$ cat src/grain_pkg.sv
`timescale 1ns / 1ps
// ----------------------------------------------------------------------------
// grain_pkg
// Shared constants, codes and control structs for the Grain-128AEAD block.
// ----------------------------------------------------------------------------
package grain_pkg;

    // register sizes
    localparam int STATE_W        = 128;
    localparam int NONCE_W        = 96;
    localparam int KEY_W          = 128;
    localparam int AUTH_W         = 64;
    localparam int BYTE_W         = 8;
    localparam int ADDR_W         = 4;
    localparam int CFG_DATA_W     = 64;

    // round counts
    localparam int INIT_ROUNDS    = 256;
    localparam int KEYFEED_ROUNDS = 128;
    localparam int BYTE_ROUNDS    = 16;
    localparam int CNT_W          = $clog2(INIT_ROUNDS);
    localparam int KEY_IDX_W      = $clog2(KEYFEED_ROUNDS);
    localparam int BYTE_CNT_W     = $clog2(BYTE_ROUNDS);

    // nonlinear register taps added into the pre-output bit
    localparam int NUM_TAPS = 7;
    localparam int TAP_SET [NUM_TAPS] = '{2, 15, 36, 45, 64, 73, 89};

    // input item modes
    localparam logic [1:0] MODE_START  = 2'd0;
    localparam logic [1:0] MODE_AD     = 2'd1;
    localparam logic [1:0] MODE_MSG    = 2'd2;
    localparam logic [1:0] MODE_FINISH = 2'd3;

    // result kinds
    localparam logic KIND_TEXT = 1'b0;
    localparam logic KIND_TAG  = 1'b1;

    // config register byte addresses
    localparam logic [ADDR_W-1:0] ADDR_KEY_HIGH = 4'd0;
    localparam logic [ADDR_W-1:0] ADDR_KEY_LOW  = 4'd8;

    // round kinds for the cipher core
    localparam logic [1:0] RND_LOAD    = 2'd0;
    localparam logic [1:0] RND_KEYFEED = 2'd1;
    localparam logic [1:0] RND_RUN     = 2'd2;

    // accumulator / auth shift register operations
    localparam logic [2:0] AUTH_HOLD      = 3'd0;
    localparam logic [2:0] AUTH_CLEAR     = 3'd1;
    localparam logic [2:0] AUTH_ACC_SHIFT = 3'd2;
    localparam logic [2:0] AUTH_ASR_SHIFT = 3'd3;
    localparam logic [2:0] AUTH_ABSORB    = 3'd4;
    localparam logic [2:0] AUTH_FINISH    = 3'd5;

    typedef struct packed {
        logic       load;
        logic       step;
        logic [1:0] kind;
    } core_ctl_t;

    typedef struct packed {
        logic [2:0] op;
        logic       data_bit;
    } auth_ctl_t;

endpackage

$ cat src/grain_aead_stream_cipher.sv
`timescale 1ns / 1ps
// ----------------------------------------------------------------------------
// grain_aead_stream_cipher
// Grain-128AEAD cipher: key from APB registers, nonce on a start beat,
// associated and message bytes processed one round per clock, tag on finish.
// ----------------------------------------------------------------------------
//  channel  | direction | handshake          | payload
//  ---------+-----------+--------------------+----------------------------------
//  input    | in        | in_valid/in_stall  | mode, data_byte, nonce_high/low
//  output   | out       | out_valid/out_stall| kind, text_byte, tag
//  config   | in/out    | APB psel/penable   | paddr, pwdata, prdata
//
//  one cipher round per clock: a start beat runs the initialisation rounds,
//  then the key-feeding rounds; a data byte alternates text and auth rounds.
//  items ignored while idle leave the block ready; the input is stalled while busy.
//  the last round of a result-giving item waits while the output register
//  still holds an untaken beat.
//  rst_n clears control state and the key registers asynchronously.
// ----------------------------------------------------------------------------
module grain_aead_stream_cipher (
    input  logic                             clk,
    input  logic                             rst_n,
    // input channel
    input  logic                             in_valid,
    output logic                             in_stall,
    input  logic [1:0]                       mode,
    input  logic [grain_pkg::BYTE_W-1:0]     data_byte,
    input  logic [63:0]                      nonce_high,
    input  logic [31:0]                      nonce_low,
    // output channel
    output logic                             out_valid,
    input  logic                             out_stall,
    output logic                             kind,
    output logic [grain_pkg::BYTE_W-1:0]     text_byte,
    output logic [grain_pkg::AUTH_W-1:0]     tag,
    // configuration
    input  logic                             psel,
    input  logic                             penable,
    input  logic                             pwrite,
    input  logic [grain_pkg::ADDR_W-1:0]     paddr,
    input  logic [grain_pkg::CFG_DATA_W-1:0] pwdata,
    output logic [grain_pkg::CFG_DATA_W-1:0] prdata,
    output logic                             pready
);
    import grain_pkg::*;

    localparam logic [2:0] S_READY   = 3'd0;
    localparam logic [2:0] S_INIT    = 3'd1;
    localparam logic [2:0] S_KEYFEED = 3'd2;
    localparam logic [2:0] S_BYTE    = 3'd3;
    localparam logic [2:0] S_FIN     = 3'd4;

    logic [2:0]            state_reg, state_next;
    logic [CNT_W-1:0]      cnt_reg, cnt_next;
    logic                  active_reg, active_next;
    logic                  msg_reg, msg_next;
    logic [BYTE_W-1:0]     data_reg, data_next;
    logic [BYTE_W-1:0]     text_reg, text_next;
    logic [63:0]           key_high_reg;
    logic [63:0]           key_low_reg;
    logic [KEY_W-1:0]      key_cat;
    logic [KEY_IDX_W-1:0]  key_idx;
    logic                  out_valid_reg;
    logic                  kind_reg;
    logic [BYTE_W-1:0]     text_byte_reg;
    logic [AUTH_W-1:0]     tag_reg;
    logic                  accept;
    logic                  slot_free;
    logic                  byte_last;
    logic                  write_text;
    logic                  write_tag;
    logic                  y;
    logic [AUTH_W-1:0]     tag_value;
    core_ctl_t             core_ctl;
    auth_ctl_t             auth_ctl;

    // configuration registers, low address bits ignored
    assign pready = 1'b1;
    assign prdata = paddr[3] ? key_low_reg : key_high_reg;

    always_ff @(posedge clk or negedge rst_n)
    begin
        if (!rst_n)
        begin
            key_high_reg <= '0;
            key_low_reg  <= '0;
        end
        else if (psel && penable && pwrite && pready)
        begin
            if (paddr[3] == ADDR_KEY_LOW[3])
            begin
                key_low_reg <= pwdata;
            end
            else
            begin
                key_high_reg <= pwdata;
            end
        end
    end

    // key bit for the key-feeding rounds: bit n counted from the top
    assign key_cat = {key_high_reg, key_low_reg};
    assign key_idx = ~cnt_reg[KEY_IDX_W-1:0];

    assign in_stall  = (state_reg != S_READY);
    assign accept    = in_valid && !in_stall;
    assign slot_free = !out_valid_reg || !out_stall;
    assign byte_last = (cnt_reg[BYTE_CNT_W-1:0] == BYTE_CNT_W'(BYTE_ROUNDS - 1));

    // sequencer
    always_comb
    begin
        state_next    = state_reg;
        cnt_next      = cnt_reg;
        active_next   = active_reg;
        msg_next      = msg_reg;
        data_next     = data_reg;
        text_next     = text_reg;
        core_ctl      = '{load: 1'b0, step: 1'b0, kind: RND_RUN};
        auth_ctl      = '{op: AUTH_HOLD, data_bit: data_reg[BYTE_W-1]};
        write_text    = 1'b0;
        write_tag     = 1'b0;
        case (state_reg)
            S_READY:
            begin
                if (accept)
                begin
                    case (mode)
                        MODE_START:
                        begin
                            core_ctl.load = 1'b1;
                            auth_ctl.op   = AUTH_CLEAR;
                            active_next   = 1'b1;
                            cnt_next      = '0;
                            state_next    = S_INIT;
                        end
                        MODE_AD, MODE_MSG:
                        begin
                            if (active_reg)
                            begin
                                data_next  = data_byte;
                                msg_next   = (mode == MODE_MSG);
                                cnt_next   = '0;
                                state_next = S_BYTE;
                            end
                        end
                        MODE_FINISH:
                        begin
                            if (active_reg)
                            begin
                                state_next = S_FIN;
                            end
                        end
                        default:
                        begin
                            state_next = S_READY;
                        end
                    endcase
                end
            end
            S_INIT:
            begin
                core_ctl.step = 1'b1;
                core_ctl.kind = RND_LOAD;
                cnt_next      = cnt_reg + 1'b1;
                if (cnt_reg == CNT_W'(INIT_ROUNDS - 1))
                begin
                    cnt_next   = '0;
                    state_next = S_KEYFEED;
                end
            end
            S_KEYFEED:
            begin
                core_ctl.step = 1'b1;
                core_ctl.kind = RND_KEYFEED;
                auth_ctl.op   = cnt_reg[KEY_IDX_W-1] ? AUTH_ASR_SHIFT : AUTH_ACC_SHIFT;
                cnt_next      = cnt_reg + 1'b1;
                if (cnt_reg == CNT_W'(KEYFEED_ROUNDS - 1))
                begin
                    cnt_next   = '0;
                    state_next = S_READY;
                end
            end
            S_BYTE:
            begin
                // last round holds until the output register can take the beat
                if (!(byte_last && msg_reg && !slot_free))
                begin
                    core_ctl.step = 1'b1;
                    core_ctl.kind = RND_RUN;
                    cnt_next      = cnt_reg + 1'b1;
                    if (cnt_reg[0])
                    begin
                        auth_ctl.op = AUTH_ABSORB;
                        data_next   = {data_reg[BYTE_W-2:0], 1'b0};
                    end
                    else
                    begin
                        text_next = {text_reg[BYTE_W-2:0], data_reg[BYTE_W-1] ^ y};
                    end
                    if (byte_last)
                    begin
                        write_text = msg_reg;
                        cnt_next   = '0;
                        state_next = S_READY;
                    end
                end
            end
            S_FIN:
            begin
                if (slot_free)
                begin
                    core_ctl.step = 1'b1;
                    core_ctl.kind = RND_RUN;
                    auth_ctl.op   = AUTH_FINISH;
                    write_tag     = 1'b1;
                    active_next   = 1'b0;
                    state_next    = S_READY;
                end
            end
            default:
            begin
                state_next = S_READY;
            end
        endcase
    end

    always_ff @(posedge clk or negedge rst_n)
    begin
        if (!rst_n)
        begin
            state_reg  <= S_READY;
            cnt_reg    <= '0;
            active_reg <= 1'b0;
        end
        else
        begin
            state_reg  <= state_next;
            cnt_reg    <= cnt_next;
            active_reg <= active_next;
        end
    end

    always_ff @(posedge clk)
    begin
        msg_reg  <= msg_next;
        data_reg <= data_next;
        text_reg <= text_next;
    end

    // round datapath
    grain_core u_core (
        .clk     (clk),
        .ctl     (core_ctl),
        .nonce   ({nonce_high, nonce_low}),
        .key     (key_cat),
        .key_bit (key_cat[key_idx]),
        .y       (y)
    );

    grain_auth u_auth (
        .clk       (clk),
        .ctl       (auth_ctl),
        .y         (y),
        .tag_value (tag_value)
    );

    // output register
    always_ff @(posedge clk or negedge rst_n)
    begin
        if (!rst_n)
        begin
            out_valid_reg <= 1'b0;
        end
        else if (write_text || write_tag)
        begin
            out_valid_reg <= 1'b1;
        end
        else if (!out_stall)
        begin
            out_valid_reg <= 1'b0;
        end
    end

    // text byte is complete once the last even round has shifted in
    always_ff @(posedge clk)
    begin
        if (write_text)
        begin
            kind_reg      <= KIND_TEXT;
            text_byte_reg <= text_reg;
            tag_reg       <= '0;
        end
        else if (write_tag)
        begin
            kind_reg      <= KIND_TAG;
            text_byte_reg <= '0;
            tag_reg       <= tag_value;
        end
    end

    assign out_valid = out_valid_reg;
    assign kind      = kind_reg;
    assign text_byte = text_byte_reg;
    assign tag       = tag_reg;

    // a finished tag leaves the block idle
    assert property (@(posedge clk) disable iff (!rst_n)
        write_tag |=> !active_reg)
        else $error("phase still active after tag beat");

    // key feeding only ever follows the full initialisation run
    assert property (@(posedge clk) disable iff (!rst_n)
        (state_reg == S_KEYFEED && $past(state_reg) != S_KEYFEED) |->
        ($past(state_reg) == S_INIT && $past(cnt_reg) == CNT_W'(INIT_ROUNDS - 1)))
        else $error("key feeding entered without full initialisation");

    // a pending text beat belongs to an active message
    assert property (@(posedge clk) disable iff (!rst_n)
        (out_valid_reg && kind_reg == KIND_TEXT) |-> active_reg)
        else $error("text beat pending while idle");

endmodule

$ cat src/grain_core.sv
`timescale 1ns / 1ps
// ----------------------------------------------------------------------------
// grain_core
// Linear and nonlinear 128-bit shift registers; one cipher round per step,
// giving the pre-output bit of the current state.
// ----------------------------------------------------------------------------
module grain_core (
    input  logic                          clk,
    input  grain_pkg::core_ctl_t          ctl,
    input  logic [grain_pkg::NONCE_W-1:0] nonce,
    input  logic [grain_pkg::KEY_W-1:0]   key,
    input  logic                          key_bit,
    output logic                          y
);
    import grain_pkg::*;

    logic [STATE_W-1:0] s_reg, s_next;
    logic [STATE_W-1:0] b_reg, b_next;
    logic               lfb, nfb, h, y_int;
    logic               s_fb, b_fb;

    // feedback and filter functions
    always_comb
    begin
        lfb = s_reg[96] ^ s_reg[81] ^ s_reg[70] ^ s_reg[38] ^ s_reg[7] ^ s_reg[0];
        nfb = b_reg[96] ^ b_reg[91] ^ b_reg[56] ^ b_reg[26] ^ b_reg[0]
            ^ (b_reg[84] & b_reg[68]) ^ (b_reg[67] & b_reg[3])
            ^ (b_reg[65] & b_reg[61]) ^ (b_reg[59] & b_reg[27])
            ^ (b_reg[48] & b_reg[40]) ^ (b_reg[18] & b_reg[17])
            ^ (b_reg[13] & b_reg[11]) ^ (b_reg[82] & b_reg[78] & b_reg[70])
            ^ (b_reg[25] & b_reg[24] & b_reg[22])
            ^ (b_reg[95] & b_reg[93] & b_reg[92] & b_reg[88]);
        h = (b_reg[12] & s_reg[8]) ^ (s_reg[13] & s_reg[20])
          ^ (b_reg[95] & s_reg[42]) ^ (s_reg[60] & s_reg[79])
          ^ (b_reg[12] & b_reg[95] & s_reg[94]);
        y_int = h ^ s_reg[93];
        for (int i = 0; i < NUM_TAPS; i++)
        begin
            y_int = y_int ^ b_reg[TAP_SET[i]];
        end
    end

    assign y = y_int;

    // feedback selection by round kind
    always_comb
    begin
        case (ctl.kind)
            RND_LOAD:
            begin
                s_fb = lfb ^ y_int;
                b_fb = nfb ^ s_reg[0] ^ y_int;
            end
            RND_KEYFEED:
            begin
                s_fb = lfb ^ key_bit;
                b_fb = nfb ^ s_reg[0];
            end
            default:
            begin
                s_fb = lfb;
                b_fb = nfb ^ s_reg[0];
            end
        endcase
    end

    // load from nonce and key, or shift one place
    always_comb
    begin
        s_next = s_reg;
        b_next = b_reg;
        if (ctl.load)
        begin
            for (int n = 0; n < NONCE_W; n++)
            begin
                s_next[n] = nonce[NONCE_W-1-n];
            end
            for (int n = NONCE_W; n < STATE_W-1; n++)
            begin
                s_next[n] = 1'b1;
            end
            s_next[STATE_W-1] = 1'b0;
            for (int n = 0; n < STATE_W; n++)
            begin
                b_next[n] = key[KEY_W-1-n];
            end
        end
        else if (ctl.step)
        begin
            s_next = {s_fb, s_reg[STATE_W-1:1]};
            b_next = {b_fb, b_reg[STATE_W-1:1]};
        end
    end

    always_ff @(posedge clk)
    begin
        s_reg <= s_next;
        b_reg <= b_next;
    end

endmodule

$ cat src/grain_auth.sv
`timescale 1ns / 1ps
// ----------------------------------------------------------------------------
// grain_auth
// Accumulator and authentication shift register, updated one bit per round.
// ----------------------------------------------------------------------------
module grain_auth (
    input  logic                         clk,
    input  grain_pkg::auth_ctl_t         ctl,
    input  logic                         y,
    output logic [grain_pkg::AUTH_W-1:0] tag_value
);
    import grain_pkg::*;

    logic [AUTH_W-1:0] acc_reg, acc_next;
    logic [AUTH_W-1:0] asr_reg, asr_next;

    // per-round update
    always_comb
    begin
        acc_next = acc_reg;
        asr_next = asr_reg;
        case (ctl.op)
            AUTH_HOLD:
            begin
                acc_next = acc_reg;
            end
            AUTH_CLEAR:
            begin
                acc_next = '0;
                asr_next = '0;
            end
            AUTH_ACC_SHIFT:
            begin
                acc_next = {acc_reg[AUTH_W-2:0], y};
            end
            AUTH_ASR_SHIFT:
            begin
                asr_next = {asr_reg[AUTH_W-2:0], y};
            end
            AUTH_ABSORB:
            begin
                if (ctl.data_bit)
                begin
                    acc_next = acc_reg ^ asr_reg;
                end
                asr_next = {asr_reg[AUTH_W-2:0], y};
            end
            AUTH_FINISH:
            begin
                acc_next = acc_reg ^ asr_reg;
            end
            default:
            begin
                acc_next = acc_reg;
            end
        endcase
    end

    // padding bit folded in: tag is accumulator plus shift register
    assign tag_value = acc_reg ^ asr_reg;

    always_ff @(posedge clk)
    begin
        acc_reg <= acc_next;
        asr_reg <= asr_next;
    end

endmodule

$ cat config.mk
export PLATFORM = sky130hd
export DESIGN_NAME = grain_aead_stream_cipher
export DESIGN_NICKNAME = d
export VERILOG_FILES = /design/src/grain_pkg.sv /design/src/grain_aead_stream_cipher.sv /design/src/grain_core.sv /design/src/grain_auth.sv
export SDC_FILE = /design/constraint.sdc
export NUM_CORES = 1
export LEC_CHECK = 0
export BUFFER_PORTS_ARGS = -buffer_cell sky130_fd_sc_hd__buf_4
export CAP_MARGIN = 10
export CORE_AREA = 2 2 298 300
export CTS_CLUSTER_DIAMETER = 200
export DETAILED_ROUTE_END_ITERATION = 12
export DIE_AREA = 0 0 300 302
export GPL_TIMING_DRIVEN = 1
export PLACE_DENSITY = 0.49
export SKIP_CTS_REPAIR_TIMING = 1
export SYNTH_ARGS = -nofsm -noshare
export SYNTH_HDL_FRONTEND = slang
export SYNTH_SLANG_ARGS = --single-unit
$ cat constraint.sdc
create_clock -name clk -period 10.88 [get_ports clk]
set_clock_uncertainty 0.15 [all_clocks]
set_input_delay 1.088 -clock clk [delete_from_list [all_inputs] [get_ports clk]]
set_output_delay 1.088 -clock clk [all_outputs]
set_load 0.005 [all_outputs]
======== After elaboration in Yosys (flattened, before gate mapping) ========
Index checks and enable logic that the tools add are counted.
storage, ports and cells
  flip-flop bits (word level) ............. 615
  bits of input ports ..................... 181
  logic and storage cells ................. 206
cells by class
  add/sub/neg operators ................... 1
  $lt $le $gt $ge ......................... 1
  equal/unequal tests ..................... 31
  multiplexer cells ....................... 62
  bitwise gates (word level) .............. 61
  reductions and logical operators ........ 33
operators with widths
  operator                                                                      number
  128-bit two-way mux                                                           2
  64-bit one-hot mux with 4 select lines                                        1
  96-bit two-way mux                                                            2
  64-bit two-way mux                                                            2
  64-bit one-hot mux with 2 select lines                                        1
  8-bit two-way mux                                                             13
  64-bit bitwise XOR                                                            1
  3-bit two-way mux                                                             13
  1-bit bitwise XOR                                                             36
  8-bit one-hot mux with 2 select lines                                         2
  8-bit one-hot mux with 4 select lines                                         1
  3-bit one-hot mux with 4 select lines                                         2
  1-bit AND                                                                     20
  1-bit two-way mux                                                             18
  2-bit != test, second input constant                                          9
  3-bit one-hot mux with 5 select lines                                         1
  3-bit by 2-bit == test with 1-bit output, second input constant               4
  2-bit nonzero test                                                            5
  3-bit == test, second input constant                                          3
  3-bit one-hot mux with 3 select lines                                         1
  8-bit by 1-bit adder with 8-bit output, second input constant                 1
  8-bit by 7-bit == test with 1-bit output, second input constant               1
  8-bit == test, second input constant                                          1
  7-bit by 8-bit less-than comparator with 1-bit output, second input constant  1
  other kinds (25)                                                              48

======== Depth between registers and ports, before layout ========
  word-level depth ........................ 19
  gate-level depth with buffers ........... 11
  mapped depth without buffers ............ 8

======== Modules after synthesis ========
Synthesis repeated with hierarchy kept, for this count alone.
unflattened totals
  cell total of the unflattened synthesis .. 1890
  area total of the unflattened synthesis .. 27306.2 µm²
modules (own cells, without submodules)
  module                    times used  cells each  area each (µm²)
  grain_core                1           640         10963.0
  grain_aead_stream_cipher  1           895         10694.0
  grain_auth                1           355         5649.2

======== Worst setup path after synthesis ========
Ideal clock, no wire load.
  path type ............................... input -> register
  start ................................... input mode[0]
  end ..................................... register u_core.b_reg[0] (enable)
  setup time .............................. 1.739 ns
  data arrival time ....................... 5.751 ns
  required time ........................... 8.991 ns
  path slack .............................. 3.239 ns
  cell stages on the path ................. 6
  path buffers ............................ 2
  cells stage by stage .................... inv_1 ha_1 nand3_1 clkbuf_1 clkbuf_1 nand2_1
on the way
  word-level cells in the longest chain between the ends .. 5
ends and longest elaborated chain
  element                              line                             RTL
  from (decl)                          grain_aead_stream_cipher.sv:26   input logic [1:0] mode,
  2-bit zero test                      grain_aead_stream_cipher.sv:128  case (mode)
  1-bit two-way mux                    grain_aead_stream_cipher.sv:128
  1-bit two-way mux                    grain_aead_stream_cipher.sv:126  if (accept)
  1-bit two-way mux                    grain_aead_stream_cipher.sv:123  case (state_reg)
  2-bit nonzero test (no source line)  n/a
  to (signal assigned)                 grain_core.sv:98                 b_reg <= b_next;
  to (decl)                            grain_core.sv:18                 logic [STATE_W-1:0] b_reg, b_next;
Every way passes these cells.
A chain may end at the register's enable or synchronous reset.

======== Final worst setup path ========
  start ................................... register cnt_reg[1]
  end ..................................... register u_core.b_reg[66] (enable)
on the way
  word-level cells in the longest chain between the ends .. 6
ends and longest elaborated chain
  element                                line                             RTL
  from (decl)                            grain_aead_stream_cipher.sv:54   logic [CNT_W-1:0] cnt_reg, cnt_next;
  from (signal assigned)                 grain_aead_stream_cipher.sv:239  cnt_reg <= cnt_next;
  4-bit == test                          grain_aead_stream_cipher.sv:108  assign byte_last = (cnt_reg[BYTE_CNT_W-1:0] == BYTE_CNT_W'(BYTE_ROUNDS - 1));
  1-bit logical AND (2 in series)        grain_aead_stream_cipher.sv:187  if (!(byte_last && msg_reg && !slot_free))
  3-bit two-way mux                      grain_aead_stream_cipher.sv:187
  3-bit one-hot mux with 4 select lines  grain_aead_stream_cipher.sv:123
  2-bit nonzero test (no source line)    n/a
Every way passes these cells.

==> summary.txt <==
Status - finished clean
Pleak - 13.5 nW
Initial Util - 0.308
Slowest cell on crit path - buf_4
1st-iter DRT viols - 1163
Crit. Startpoint - cnt_reg[1]
Initial antenna violation count - 7
Min Hold Slack - 0.296 ns
FF-to-FF Start - cnt_reg[1]
Fmax - 0.220 GHz
Post-synthesis cell count - 2376
Final setup vio count - 0
Gpl congestion - 0.775
Mean area per synthesized cell - 11.3 um2
Crit path required time - 10.95 ns
Post-synth cell types - 58
Io pins - 321
Remaining Overflow, GRT - 0
Gr usage total - 0.158
Met2 Use GR - 0.267
Top cells by count, synth - nand2_1, edfxtp_1, mux2_2
Worst Setup Path Type - reg -> reg
EDFF count, synth - 377
Unrepaired setup endpoints after global routing - false
DP HPWL - 46.8 mm
Minimum clock period - 4.54 ns
Switching Share - 0.339
Largest stage delay, worst path - 0.96 ns
Worst slew pin tran - 1.19 ns
Core footprint - 87600 um2
CP Launch Type - flop
P&R area growth vs syn - 21.7%
Drt pass-1 iters - 5
CP cell instances - buf_4 -> ha_1 -> and3_1 -> nand4_1 -> nor2_1 -> nor3_1 -> nor2_2 -> buf_4 -> nand2_4 -> buf_4
Clock Pin Slew Worst Setup and Hold Paths - 0.06 ns
Post-synth top area cell - edfxtp_1
Die X - 300 um
Number of max-slew violations in the final report - 0
Cell area after synthesis - 27000 um2
Buffers on Ports - 316
Layout Nets - 2833
Worst-path fanout max - 86
Peak supply drop - 0.000191 V
Yosys Warn Count - 0
Slew margin rel. - 0.206
CTS tree - yes
Fraction of registers with async set/reset - 0.229
PD cells - 307 nW/um2
Clock Power Share - 0.242
Area of the die - 90600 um2
CTS buffer count - 74
Vias in the first global route - 18600
Clk buf depth - 3
Arr. time, crit path - 4.61 ns
Row cnt - 109
GRT Max-Usage Layer - met2
Tcrit/Tclk final - 0.417
Worst skew pair latency - 0.62 ns
Top FF cell, synth - edfxtp_1
Sequential power share - 0.447
First-pass GRT wire length - 111 mm
Top-count cell post-synth - nand2_1
Largest net degree at the start of global routing - 100
Hold Startpoint - text_reg[3]
Number of H-tree levels - 3
Hold Path Class - reg -> reg
Via count - 18300
Met1 usage in global routing - 0.205
Hold Fails Final Rpt - 0
Sw power - 3.41 mW
Clk sinks - 615
Top-area cell type share of the netlist area - 0.420
Die Y - 302 um
Power, Total - 10.1 mW
Combinational share of power - 0.312
Design area - 32800 um2
DRC viols - 0
Synthesized net count - 2563
Pint - 6.67 mW
Top cells by area, synth - edfxtp_1, dfrtp_1, nand2_1
DRT Wirelength - 72.1 mm
Crit path top cell by count - buf_4
Max Cap Viol - 0
Root Driver - clkbuf_16
Met3 usage - 0.0351
Setup crit end kind - flop
Sequential share of the synthesized area - 0.623
Post-DP Area - 30400 um2
Layout cells sized above 1 - 0.253
Vias/cell - 4.73
DRT antenna net count - 0
Yosys reg bits - 615
Routed WL per cell - 18.6 um
Setup TNS - 0 ns
-- final timing paths --
path	endpoint	slack, ns	cells after the start
hold reg to reg	text_reg[4]	0.30	0
hold / removal	text_reg[4]	0.30	0
max in group asynchronous	cnt_reg[0]	8.84	2
setup reg to reg	u_core.b_reg[66]	6.34	10
setup / recovery	u_core.b_reg[66]	6.34	10
min in group asynchronous	key_high_reg[24]	0.46	1
-- power groups by stage --
stage          Clock (mW)  Sequential (mW)  Combinational, mW
4_1_cts              2.53             4.51               3.22
5_1_grt              2.61             4.62               3.53
2_1_floorplan           0             4.43               2.11
3_3_place_gp            0             4.52               3.14
3_5_place_dp            0             4.55               3.21
6_report             2.44             4.50               3.14
-- kinds of logic after synthesis --
group / count (synthesis) / share of synthesized area
AOI/OAI and AO/OA: 179 / 0.0431
xor gates and xnor gates: 99 / 0.0327
adders and majority gates: 6 / 0.00279
buffers and inverters: 152 / 0.0237
DFF: 615 / 0.623
muxes: 234 / 0.109
other: 1 / 0.000139
and+or+nand+nor: 1090 / 0.165
-- per-stage QoR --
stage                     cells  utilization  setup slack [ns]
after floorplan            2376            -              3.24
after global placement     3735        0.347              6.14
after detailed placement   3735        0.347              6.08
after CTS                  3872        0.375              6.32
after global routing       3873        0.375              5.98
final                      3873        0.375              6.34
-- cell usage in the layout, fill, tap and decap left out, types with 4 or more instances in the layout --
cell type,instances
clkbuf_8,10
and3_1,6
nor3_1,8
nor2_1,79
xor2_1,5
dfrtp_1,139
nand4_1,5
dfxtp_1,97
o31ai_1,4
ha_1,6
a31oi_1,4
a22oi_1,6
mux2_2,193
mux4_2,24
xnor2_1,93
buf_4,337
inv_1,8
or2_2,4
clkbuf_16,78
and2_1,75
mux2i_1,13
nand2b_1,4
mux4_1,4
nand2_1,846
edfxtp_1,377
nand3_1,38
clkinv_2,11
o21ai_0,71
a21oi_1,7
a211oi_1,66
clkbuf_1,28
-- routing by layer --
metal  vias up  routed length, um
met3       117               3670
met4        12               1580
met2       418              34800
met1      9034              32000
li1       8727                  -
met5         -                 66
-- worst max-delay path: cells and delay by family, from the launching register on --
family	cells	cell delay, ns
buf+inv	3	1.57
fa+ha+maj	1	0.32
simple gates	6	1.56
flops	1	0.38
-- layout make-up --
type                       count  area, um2
inverter                       8       30.0
multi-input combinational   1609       9580
sequential                   615      16800
clock inverter                21        203
antenna                        1       2.50
timing repair buffer         338       2540
tap                         1165       1460
clock buffer                 116       2190
fill                        8754      54800
Note: power is estimated with default switching activity, not from simulation.
